$ cat src/design/shb_pkg.sv
// Package for the string hash bucket block: widths, step codes and the finish-step table.
package shb_pkg;

    localparam int unsigned W_BYTE      = 8;
    localparam int unsigned W_LEN       = 16;
    localparam int unsigned W_HASH      = 32;
    localparam int unsigned W_TABLE     = 31;
    localparam int unsigned W_PEND      = 24;
    localparam int unsigned W_IDX       = 4;
    localparam int unsigned W_AMT       = 5;
    localparam int unsigned DIV_STEPS   = 32;
    localparam int unsigned W_DIV_CNT   = $clog2(DIV_STEPS);
    localparam int unsigned DEF_MAX_MESSAGE_BYTES = 65535;
    localparam logic [W_TABLE-1:0] TABLE_SIZE_RESET = 31'd1024;

    // Operations of the shared finish unit.
    typedef enum logic [2:0] {
        OP_ADD_SHR = 3'd0,  // h += h >> amt
        OP_XOR_SHL = 3'd1,  // h ^= h << amt
        OP_ADD_LO  = 3'd2,  // h += low 16 bits of the pending bytes
        OP_ADD_SX0 = 3'd3,  // h += sign-extended first pending byte
        OP_XOR_SX2 = 3'd4   // h ^= sign-extended third pending byte << 18
    } t_op;

    typedef struct packed {
        t_op              op;
        logic [W_AMT-1:0] amt;
        logic             fin;
    } t_step;

    function automatic logic [W_HASH-1:0] sext8(input logic [W_BYTE-1:0] b);
        return {{(W_HASH-W_BYTE){b[W_BYTE-1]}}, b};
    endfunction

    // The six avalanche steps that close every hash.
    function automatic t_step aval_step(input logic [W_IDX-1:0] idx);
        t_step s;
        s.fin = 1'b0;
        case (idx)
            4'd0: begin s.op = OP_XOR_SHL; s.amt = 5'd3;  end
            4'd1: begin s.op = OP_ADD_SHR; s.amt = 5'd5;  end
            4'd2: begin s.op = OP_XOR_SHL; s.amt = 5'd4;  end
            4'd3: begin s.op = OP_ADD_SHR; s.amt = 5'd17; end
            4'd4: begin s.op = OP_XOR_SHL; s.amt = 5'd25; end
            default: begin s.op = OP_ADD_SHR; s.amt = 5'd6; s.fin = 1'b1; end
        endcase
        return s;
    endfunction

    // Step number idx of the finish sequence for a tail of cnt bytes.
    function automatic t_step seq_step(input logic [1:0] cnt, input logic [W_IDX-1:0] idx);
        t_step            s;
        logic [W_IDX-1:0] tail_len;
        case (cnt)
            2'd0:    tail_len = 4'd0;
            2'd3:    tail_len = 4'd4;
            default: tail_len = 4'd3;
        endcase
        s = aval_step(idx - tail_len);
        if (idx < tail_len) begin
            s.fin = 1'b0;
            case (cnt)
                2'd3: begin
                    case (idx)
                        4'd0:    begin s.op = OP_ADD_LO;  s.amt = 5'd0;  end
                        4'd1:    begin s.op = OP_XOR_SHL; s.amt = 5'd16; end
                        4'd2:    begin s.op = OP_XOR_SX2; s.amt = 5'd0;  end
                        default: begin s.op = OP_ADD_SHR; s.amt = 5'd11; end
                    endcase
                end
                2'd2: begin
                    case (idx)
                        4'd0:    begin s.op = OP_ADD_LO;  s.amt = 5'd0;  end
                        4'd1:    begin s.op = OP_XOR_SHL; s.amt = 5'd11; end
                        default: begin s.op = OP_ADD_SHR; s.amt = 5'd17; end
                    endcase
                end
                default: begin
                    case (idx)
                        4'd0:    begin s.op = OP_ADD_SX0; s.amt = 5'd0;  end
                        4'd1:    begin s.op = OP_XOR_SHL; s.amt = 5'd10; end
                        default: begin s.op = OP_ADD_SHR; s.amt = 5'd1;  end
                    endcase
                end
            endcase
        end
        return s;
    endfunction

endpackage

$ cat src/design/shb_ifs.sv
// Channel interfaces of the string hash bucket block: byte input, result output, configuration.
interface shb_in_if import shb_pkg::*; ();
    logic              valid;
    logic              ready;
    logic [W_BYTE-1:0] data_byte;
    logic [W_LEN-1:0]  message_length;
    logic              last;
    modport source (output valid, output data_byte, output message_length, output last,
                    input ready);
    modport sink   (input valid, input data_byte, input message_length, input last,
                    output ready);
endinterface

interface shb_out_if import shb_pkg::*; ();
    logic               valid;
    logic               ready;
    logic [W_HASH-1:0]  hash_value;
    logic [W_TABLE-1:0] bucket;
    modport source (output valid, output hash_value, output bucket, input ready);
    modport sink   (input valid, input hash_value, input bucket, output ready);
endinterface

interface shb_cfg_if import shb_pkg::*; ();
    logic               valid;
    logic               ready;
    logic [W_TABLE-1:0] wdata;
    modport source (output valid, output wdata, input ready);
    modport sink   (input valid, input wdata, output ready);
endinterface

$ cat src/design/string_hash_bucket_top.sv
// Top level of the string hash bucket block: byte mixer, finish sequencer and bucket divider.
// A word without last is absorbed and the block is ready again at once. A word with last
// runs 6 to 10 finish steps on the shared finish unit and then 32 divide steps before the
// result stands in the output register; the shared finish unit and the one-bit-per-cycle
// divider run in turn, and the block takes no byte while they run.
// Reset (i_rst_n, synchronous, active low) drops any partial string and any pending result
// and sets table_size to 1024.
module string_hash_bucket_top
    import shb_pkg::*;
#(
    parameter int unsigned MAX_MESSAGE_BYTES = DEF_MAX_MESSAGE_BYTES
) (
    input  logic        i_clk,
    input  logic        i_rst_n,
    shb_in_if.sink      i_in,
    shb_out_if.source   o_out,
    shb_cfg_if.sink     i_cfg
);

    // The sequencer: bytes are taken in S_IDLE, the tail and avalanche run in S_FIN,
    // the bucket is found in S_DIV, and S_DONE waits for room in the output register.
    typedef enum logic [3:0] {
        S_IDLE = 4'b0001,
        S_FIN  = 4'b0010,
        S_DIV  = 4'b0100,
        S_DONE = 4'b1000
    } t_state;

    t_state               r_state;
    logic [W_TABLE-1:0]   r_table_size;
    logic [W_HASH-1:0]    r_hash;
    logic [W_PEND-1:0]    r_pend;
    logic [1:0]           r_phase;
    logic                 r_in_msg;
    logic [W_IDX-1:0]     r_idx;
    logic [W_HASH-1:0]    r_dvd;
    logic [W_TABLE-1:0]   r_rem;
    logic [W_DIV_CNT-1:0] r_cnt;
    logic                 r_out_valid;
    logic [W_HASH-1:0]    r_hash_out;
    logic [W_TABLE-1:0]   r_bucket_out;

    logic [W_HASH-1:0]    n_hash;
    logic [W_PEND-1:0]    n_pend;
    logic [1:0]           n_phase;
    logic [W_HASH-1:0]    n_step_hash;
    logic [W_TABLE-1:0]   n_rem;

    logic                 in_acc;
    logic                 out_free;
    t_step                step;

    assign i_cfg.ready = 1'b1;
    assign i_in.ready  = (r_state == S_IDLE);
    assign in_acc      = i_in.valid && i_in.ready;
    assign out_free    = !r_out_valid || o_out.ready;

    assign o_out.valid      = r_out_valid;
    assign o_out.hash_value = r_hash_out;
    assign o_out.bucket     = r_bucket_out;

    // Byte mixer. The first word of a string seeds the hash with its saturated length
    // and starts an empty chunk. A fourth byte completes a little-endian chunk, which
    // is mixed into the running hash right away.
    always_comb begin
        logic [W_HASH-1:0] base_h;
        logic [W_PEND-1:0] base_p;
        logic [1:0]        base_ph;
        logic [W_HASH-1:0] chunk;
        logic [W_HASH-1:0] h1;
        logic [W_HASH-1:0] t1;
        logic [W_HASH-1:0] h2;
        if (r_in_msg) begin
            base_h  = r_hash;
            base_p  = r_pend;
            base_ph = r_phase;
        end else begin
            if (32'(i_in.message_length) > 32'(MAX_MESSAGE_BYTES)) begin
                base_h = 32'(MAX_MESSAGE_BYTES);
            end else begin
                base_h = 32'(i_in.message_length);
            end
            base_p  = '0;
            base_ph = 2'd0;
        end
        chunk = {i_in.data_byte, base_p};
        h1    = base_h + {16'd0, chunk[15:0]};
        t1    = {5'd0, chunk[31:16], 11'd0} ^ h1;
        h2    = {h1[15:0], 16'd0} ^ t1;
        n_hash  = base_h;
        n_pend  = base_p;
        n_phase = base_ph + 2'd1;
        case (base_ph)
            2'd0: n_pend[7:0]   = i_in.data_byte;
            2'd1: n_pend[15:8]  = i_in.data_byte;
            2'd2: n_pend[23:16] = i_in.data_byte;
            default: begin
                n_hash = h2 + (h2 >> 11);
                n_pend = '0;
            end
        endcase
    end

    // Shared finish unit: one tail or avalanche step per cycle, chosen by the table.
    assign step = seq_step(r_phase, r_idx);

    always_comb begin
        case (step.op)
            OP_ADD_SHR: n_step_hash = r_hash + (r_hash >> step.amt);
            OP_XOR_SHL: n_step_hash = r_hash ^ (r_hash << step.amt);
            OP_ADD_LO:  n_step_hash = r_hash + {16'd0, r_pend[15:0]};
            OP_ADD_SX0: n_step_hash = r_hash + sext8(r_pend[7:0]);
            OP_XOR_SX2: n_step_hash = r_hash ^ (sext8(r_pend[23:16]) << 18);
            default:    n_step_hash = r_hash;
        endcase
    end

    // Restoring divider: one quotient bit per cycle, only the remainder is kept.
    always_comb begin
        logic [W_HASH-1:0] trial;
        trial = {r_rem, r_dvd[W_HASH-1]};
        if (trial >= {1'b0, r_table_size}) begin
            n_rem = W_TABLE'(trial - {1'b0, r_table_size});
        end else begin
            n_rem = trial[W_TABLE-1:0];
        end
    end

    always_ff @(posedge i_clk) begin
        if (!i_rst_n) begin
            r_state      <= S_IDLE;
            r_table_size <= TABLE_SIZE_RESET;
            r_in_msg     <= 1'b0;
            r_phase      <= 2'd0;
            r_out_valid  <= 1'b0;
        end else begin
            if (i_cfg.valid) begin
                r_table_size <= i_cfg.wdata;
            end
            // In S_DONE the output register is reloaded below when it frees up.
            if (r_out_valid && o_out.ready && r_state != S_DONE) begin
                r_out_valid <= 1'b0;
            end
            case (r_state)
                S_IDLE: begin
                    if (in_acc) begin
                        r_hash  <= n_hash;
                        r_pend  <= n_pend;
                        r_phase <= n_phase;
                        r_idx   <= '0;
                        if (i_in.last) begin
                            // The string ends here; the next word starts a new one.
                            r_in_msg <= 1'b0;
                            r_state  <= S_FIN;
                        end else begin
                            r_in_msg <= 1'b1;
                        end
                    end
                end
                S_FIN: begin
                    r_hash <= n_step_hash;
                    r_idx  <= r_idx + 4'd1;
                    if (step.fin) begin
                        r_dvd   <= n_step_hash;
                        r_rem   <= '0;
                        r_cnt   <= '0;
                        r_state <= S_DIV;
                    end
                end
                S_DIV: begin
                    r_rem <= n_rem;
                    r_dvd <= {r_dvd[W_HASH-2:0], 1'b0};
                    r_cnt <= r_cnt + 1'b1;
                    if (r_cnt == W_DIV_CNT'(DIV_STEPS - 1)) begin
                        r_state <= S_DONE;
                    end
                end
                S_DONE: begin
                    if (out_free) begin
                        r_out_valid  <= 1'b1;
                        r_hash_out   <= r_hash;
                        r_bucket_out <= (r_table_size == '0) ? '0 : r_rem;
                        r_state      <= S_IDLE;
                    end
                end
                default: begin
                    r_state <= S_IDLE;
                end
            endcase
        end
    end

    // A last word always hands the string to the finish unit.
    a_last_starts_finish: assert property (@(posedge i_clk) disable iff (!i_rst_n)
        (in_acc && i_in.last) |=> (r_state == S_FIN))
        else $error("last word did not start the finish sequence");

    // The divider counts every cycle it runs.
    a_div_counts: assert property (@(posedge i_clk) disable iff (!i_rst_n)
        (r_state == S_DIV && r_cnt != W_DIV_CNT'(DIV_STEPS - 1))
        |=> (r_state == S_DIV && r_cnt == $past(r_cnt) + 1'b1))
        else $error("divider step count broke");

    // The finished remainder lies below a nonzero table size.
    a_rem_bound: assert property (@(posedge i_clk) disable iff (!i_rst_n)
        (r_state == S_DONE && r_table_size != '0) |-> (r_rem < r_table_size))
        else $error("bucket remainder not below table size");

    // A waiting result is never replaced before it is taken.
    a_out_hold: assert property (@(posedge i_clk) disable iff (!i_rst_n)
        (r_out_valid && !o_out.ready) |=> (r_out_valid && $stable(r_hash_out)))
        else $error("pending result overwritten");

endmodule

$ cat src/flat_wrapper.sv
// flat-port wrapper written by rule: the top's interface ports become plain ports
module string_hash_bucket_top_flat import shb_pkg::*;
#(
    parameter int unsigned MAX_MESSAGE_BYTES = DEF_MAX_MESSAGE_BYTES
)
  (i_clk, i_rst_n, i_in_valid, i_in_data_byte, i_in_message_length, i_in_last, i_in_ready, o_out_valid, o_out_hash_value, o_out_bucket, o_out_ready, i_cfg_valid, i_cfg_wdata, i_cfg_ready);
  shb_in_if i_in_i ();
  shb_out_if o_out_i ();
  shb_cfg_if i_cfg_i ();
  input  logic i_clk;
  input  logic i_rst_n;
  input wire logic [$bits(i_in_i.valid)-1:0] i_in_valid;
  input wire logic [$bits(i_in_i.data_byte)-1:0] i_in_data_byte;
  input wire logic [$bits(i_in_i.message_length)-1:0] i_in_message_length;
  input wire logic [$bits(i_in_i.last)-1:0] i_in_last;
  output wire logic [$bits(i_in_i.ready)-1:0] i_in_ready;
  output wire logic [$bits(o_out_i.valid)-1:0] o_out_valid;
  output wire logic [$bits(o_out_i.hash_value)-1:0] o_out_hash_value;
  output wire logic [$bits(o_out_i.bucket)-1:0] o_out_bucket;
  input wire logic [$bits(o_out_i.ready)-1:0] o_out_ready;
  input wire logic [$bits(i_cfg_i.valid)-1:0] i_cfg_valid;
  input wire logic [$bits(i_cfg_i.wdata)-1:0] i_cfg_wdata;
  output wire logic [$bits(i_cfg_i.ready)-1:0] i_cfg_ready;
  assign i_in_i.valid = i_in_valid;
  assign i_in_i.data_byte = i_in_data_byte;
  assign i_in_i.message_length = i_in_message_length;
  assign i_in_i.last = i_in_last;
  assign i_in_ready = i_in_i.ready;
  assign o_out_valid = o_out_i.valid;
  assign o_out_hash_value = o_out_i.hash_value;
  assign o_out_bucket = o_out_i.bucket;
  assign o_out_i.ready = o_out_ready;
  assign i_cfg_i.valid = i_cfg_valid;
  assign i_cfg_i.wdata = i_cfg_wdata;
  assign i_cfg_ready = i_cfg_i.ready;
  string_hash_bucket_top #(.MAX_MESSAGE_BYTES(MAX_MESSAGE_BYTES)) u_core (.i_clk(i_clk), .i_rst_n(i_rst_n), .i_in(i_in_i), .o_out(o_out_i), .i_cfg(i_cfg_i));
endmodule
$ cat config.mk
export PLATFORM = sky130hd
export DESIGN_NAME = string_hash_bucket_top_flat
export DESIGN_NICKNAME = d
export VERILOG_FILES = /design/src/design/shb_pkg.sv /design/src/design/shb_ifs.sv /design/src/design/string_hash_bucket_top.sv /design/src/flat_wrapper.sv
export SDC_FILE = /design/constraint.sdc
export NUM_CORES = 1
export LEC_CHECK = 0
export BUFFER_PORTS_ARGS = -buffer_cell sky130_fd_sc_hd__buf_2
export CAP_MARGIN = 20
export CELL_PAD_IN_SITES_DETAIL_PLACEMENT = 1
export CELL_PAD_IN_SITES_GLOBAL_PLACEMENT = 1
export CORE_AREA = 3 3 220 222
export CTS_CLUSTER_DIAMETER = 120
export DETAILED_ROUTE_END_ITERATION = 12
export DIE_AREA = 0 0 223 225
export PLACE_DENSITY = 0.79
export RECOVER_POWER = 100
export REMOVE_ABC_BUFFERS = 1
export SYNTH_ARGS = -nofsm -noshare
export SYNTH_HDL_FRONTEND = slang
export SYNTH_SLANG_ARGS = --single-unit
$ cat constraint.sdc
create_clock -name i_clk -period 17.45 [get_ports i_clk]
set_input_delay 3.49 -clock i_clk [delete_from_list [all_inputs] [get_ports i_clk]]
set_output_delay 3.49 -clock i_clk [all_outputs]
set_load 0.02 [all_outputs]
==> flow_summary.yaml <==
global_routing:
  grt-ovfl-total: 0
  grt_pass1_wl_mm: 122
  grt_pass1_vias: 20201
  antenna_found_initial: 1
  grt_max_degree: 69
  track_usage_pct: 31.2
worst_setup_path:
  startpoint: "u_core.r_phase[0]"
  cp.arrival_ns: 12.52
  cp-start-kind: "flip-flop"
  worst_ep_required_time_ns: 17.64
  slowest_delay_ns: 2.23
  worstSetupEndpointType: "flip-flop"
  crit_type: "reg -> reg"
  worstPathMaxFanout: 56
  regToRegStartpoint: "u_core.r_phase[0]"
  timing.critical_path.mode_cell: "o21ai_0"
  cp_slowest_cell: "clkbuf_1"
cells_and_area:
  drive_gt1_share_pct: 7.47
  area_growth_syn_to_layout_pct: 8.56
  utilization_pct: 48.6
  fillCellCount: 5547
  nets: 2666
  antenna_cells: 0
  final_area_mm2: 0.0226
  final_cell_count_no_fill: 3109
timing:
  fin_tns_setup_ns: 0
  worst_pin_slew_ns: 3.82
  finalSetupViolations: 0
  fmax_mhz: 81.1
  period_share_pct: 70.6
  slew_viol_final: 443
  hold_viol_final: 0
  finalClockSkew_ns: 0.0222
  fin_crit_ns: 12.32
  slew_headroom_pct: -155
  rsz0062_at_grt: "no"
clock_tree:
  cts_resized: 0
  cts_tree: "done"
  ctsHoldBuffers: 0
  clk_path_buf_depth: 3
  numCtsBuffers: 27
  path_clk_slew_ns: 0.06
  clk_latency_ns: 0.58
  postCtsSetupBuffers: 0
  clock_sinks: 230
  cts_root_buffer: "clkbuf_16"
  htreeDepth: 1
placement:
  gp_congestion: 0.990
  portBuffers: 125
  dpl_cell_area_mm2: 0.0219
  place_hpwl_mm: 60.4
  dp_cells: 3055
drt:
  drtIter0Drc: 1748
  antenna_left: 0
  vias_per_cell: 6.37
  wl_per_cell_um: 26.1
  drc: 0
  firstDrtPassIters: 5
  vias: 19799
  wl_mm: 81.1
die:
  die_y_um: 225
  die_w_um: 223
  fp.dieArea_mm2: 0.0502
  rows: 79
  initial_core_util_pct: 44.7
  pin_count: 127
  coreArea_mm2: 0.0466
job:
  drv_cap: 10
synthesis:
  yosysTopAreaCell: "edfxtp_1"
  synth.cell_area_mm2: 0.0208
  synthMuxAreaShare_pct: 9.89
  synth_edf_count: 191
  syn_inst: 2439
  synth_seq_cells: 230
  yosys.area_share.adder_pct: 7.59
  async_reset_ff_share_pct: 0
  netlist-cell-type-count: 93
  synth-simple-area-share_pct: 17.9
  ys_top_cells_by_count: "nor2_1 (268), a21oi_1 (215), nand2_1 (209), edfxtp_1 (191), mux2i_1 (153)"
  synth_top_area_share_pct: 27.5
  ys.flop_type: "edfxtp_1"
  yosys-top-cells-area: "edfxtp_1 (28%), mux2i_1 (7.4%), ha_1 (7.2%), a21oi_1 (5.2%), nor2_1 (4.8%)"
  synth_xor_area_share_pct: 6.21
  ys_seq_area_share_pct: 31.3
  synth_most_common_cell: "nor2_1"
  synth_area_per_cell_um2: 8.54
  synth_compound_area_share_pct: 22.2
  yosysWarningCount: 0
  synth_top_family_by_area: "compound AO/OA/AOI/OAI gates"
worst_hold_path:
  min-delay-start: "u_core.r_dvd[24]"
  worstHoldPathType: "reg -> reg"
status:
  violations: "max-capacitance violations, max-slew violations"
  outcome: "complete, but fails checks"
power_and_ir_drop:
  total_leakage_power_nw: 9.09
  irDropWorstVdd_v: 0.0000868
  power.density_mw_per_mm2: 137
sequential cells by signal (all words and copies together) (netlist names):
signal	flops
u_core.o_out.hash_value	32
u_core.r_dvd	32
u_core.r_hash	32
u_core.o_out.bucket	31
u_core.r_rem	31
u_core.r_table_size	31
u_core.r_pend	24
u_core.r_cnt	5
u_core.r_idx	4
u_core.r_state	4
u_core.r_phase	2
u_core.o_out.valid	1
u_core.r_in_msg	1
cells in the final DEF, fill, tap and decap left out, types with 24 or more instances in the layout:
| master | netlist | layout |
|---|---|---|
| nor2_1 | 268 | 268 |
| a21oi_1 | 215 | 214 |
| nand2_1 | 209 | 209 |
| edfxtp_1 | 191 | 191 |
| mux2i_1 | 153 | 153 |
| o21ai_0 | 126 | 130 |
| ha_1 | 120 | 119 |
| clkbuf_1 | 103 | 102 |
| xnor2_1 | 91 | 91 |
| nor2b_1 | 90 | 90 |
| inv_1 | 85 | 85 |
| xor2_1 | 54 | 54 |
| nand3_1 | 51 | 51 |
| buf_2 | 27 | 51 |
| a21o_1 | 48 | 48 |
| and2_1 | 40 | 38 |
| mux2_2 | 38 | 38 |
| dfxtp_1 | 39 | 38 |
| o211ai_1 | 35 | 35 |
| a22oi_1 | 34 | 34 |
| a31oi_1 | 28 | 28 |
| clkbuf_16 | 0 | 27 |
| o21a_1 | 24 | 24 |
path summary, 6_finish.rpt:
check,to,slack [ns],cells past startpoint
max reg2reg,u_core.r_dvd[29],5.13,30
min,u_core.r_dvd[25],0.52,2
max,u_core.r_dvd[29],5.13,30
min reg2reg,u_core.r_dvd[25],0.52,2
metrics by stage:
stage                     total power [W]  hold WS [ns]  setup WS [ns]
after floorplan                   0.00191         0.474           8.17
after global placement            0.00242         0.503           8.06
after detailed placement          0.00246         0.512           7.81
after CTS                         0.00306         0.526           8.17
after global routing              0.00327         0.558           4.33
final                             0.00309         0.524           5.13
critical path: cells and delay by family, from the launching register on:
kind | cells | cell delay, ns
simple gates | 5 | 2.24
mux | 3 | 1.13
xor+xnor | 1 | 0.15
compound gates | 15 | 4.15
buf+inv | 3 | 2.39
flops | 1 | 0.41
fa+ha+maj | 3 | 1.41
area by class of cell:
class	instances	area, µm²	share of cell area (%)
inverters	85	319	1.41
well taps	607	759	3.36
repair buffers	171	785	3.47
multi-input cells	1966	13300	58.9
flip-flops and latches	230	6520	28.8
clock inverters	20	224	0.991
clock buffers	30	687	3.04
kinds of logic (layout without fill, tap and decap cells):
kind of cell,count (synthesis),after routing
AOI/OAI and AO/OA,711,711
xor gates and xnor gates,146,146
adders and majority gates,124,124
buffers and inverters,243,306
DFF,230,230
muxes,196,196
other,1,1
and+or+nand+nor,788,788
metal layers:
| metal | routed length (µm) | GRT usage [%] |
|---|---|---|
| met5 | 12 | 0 |
| met1 | 33800 | 40.2 |
| met2 | 37700 | 52.3 |
| met4 | 3910 | 13.9 |
| met3 | 5590 | 4.18 |
power by group:
| part | internal (W) | total (W) | switching, W |
|---|---|---|---|
| clock | 0.000345 | 0.000591 | 0.000246 |
| combinational | 0.000669 | 0.00183 | 0.00116 |
| sequential | 0.000640 | 0.000669 | 0.0000288 |
Note: power is estimated with default switching activity, not from simulation.
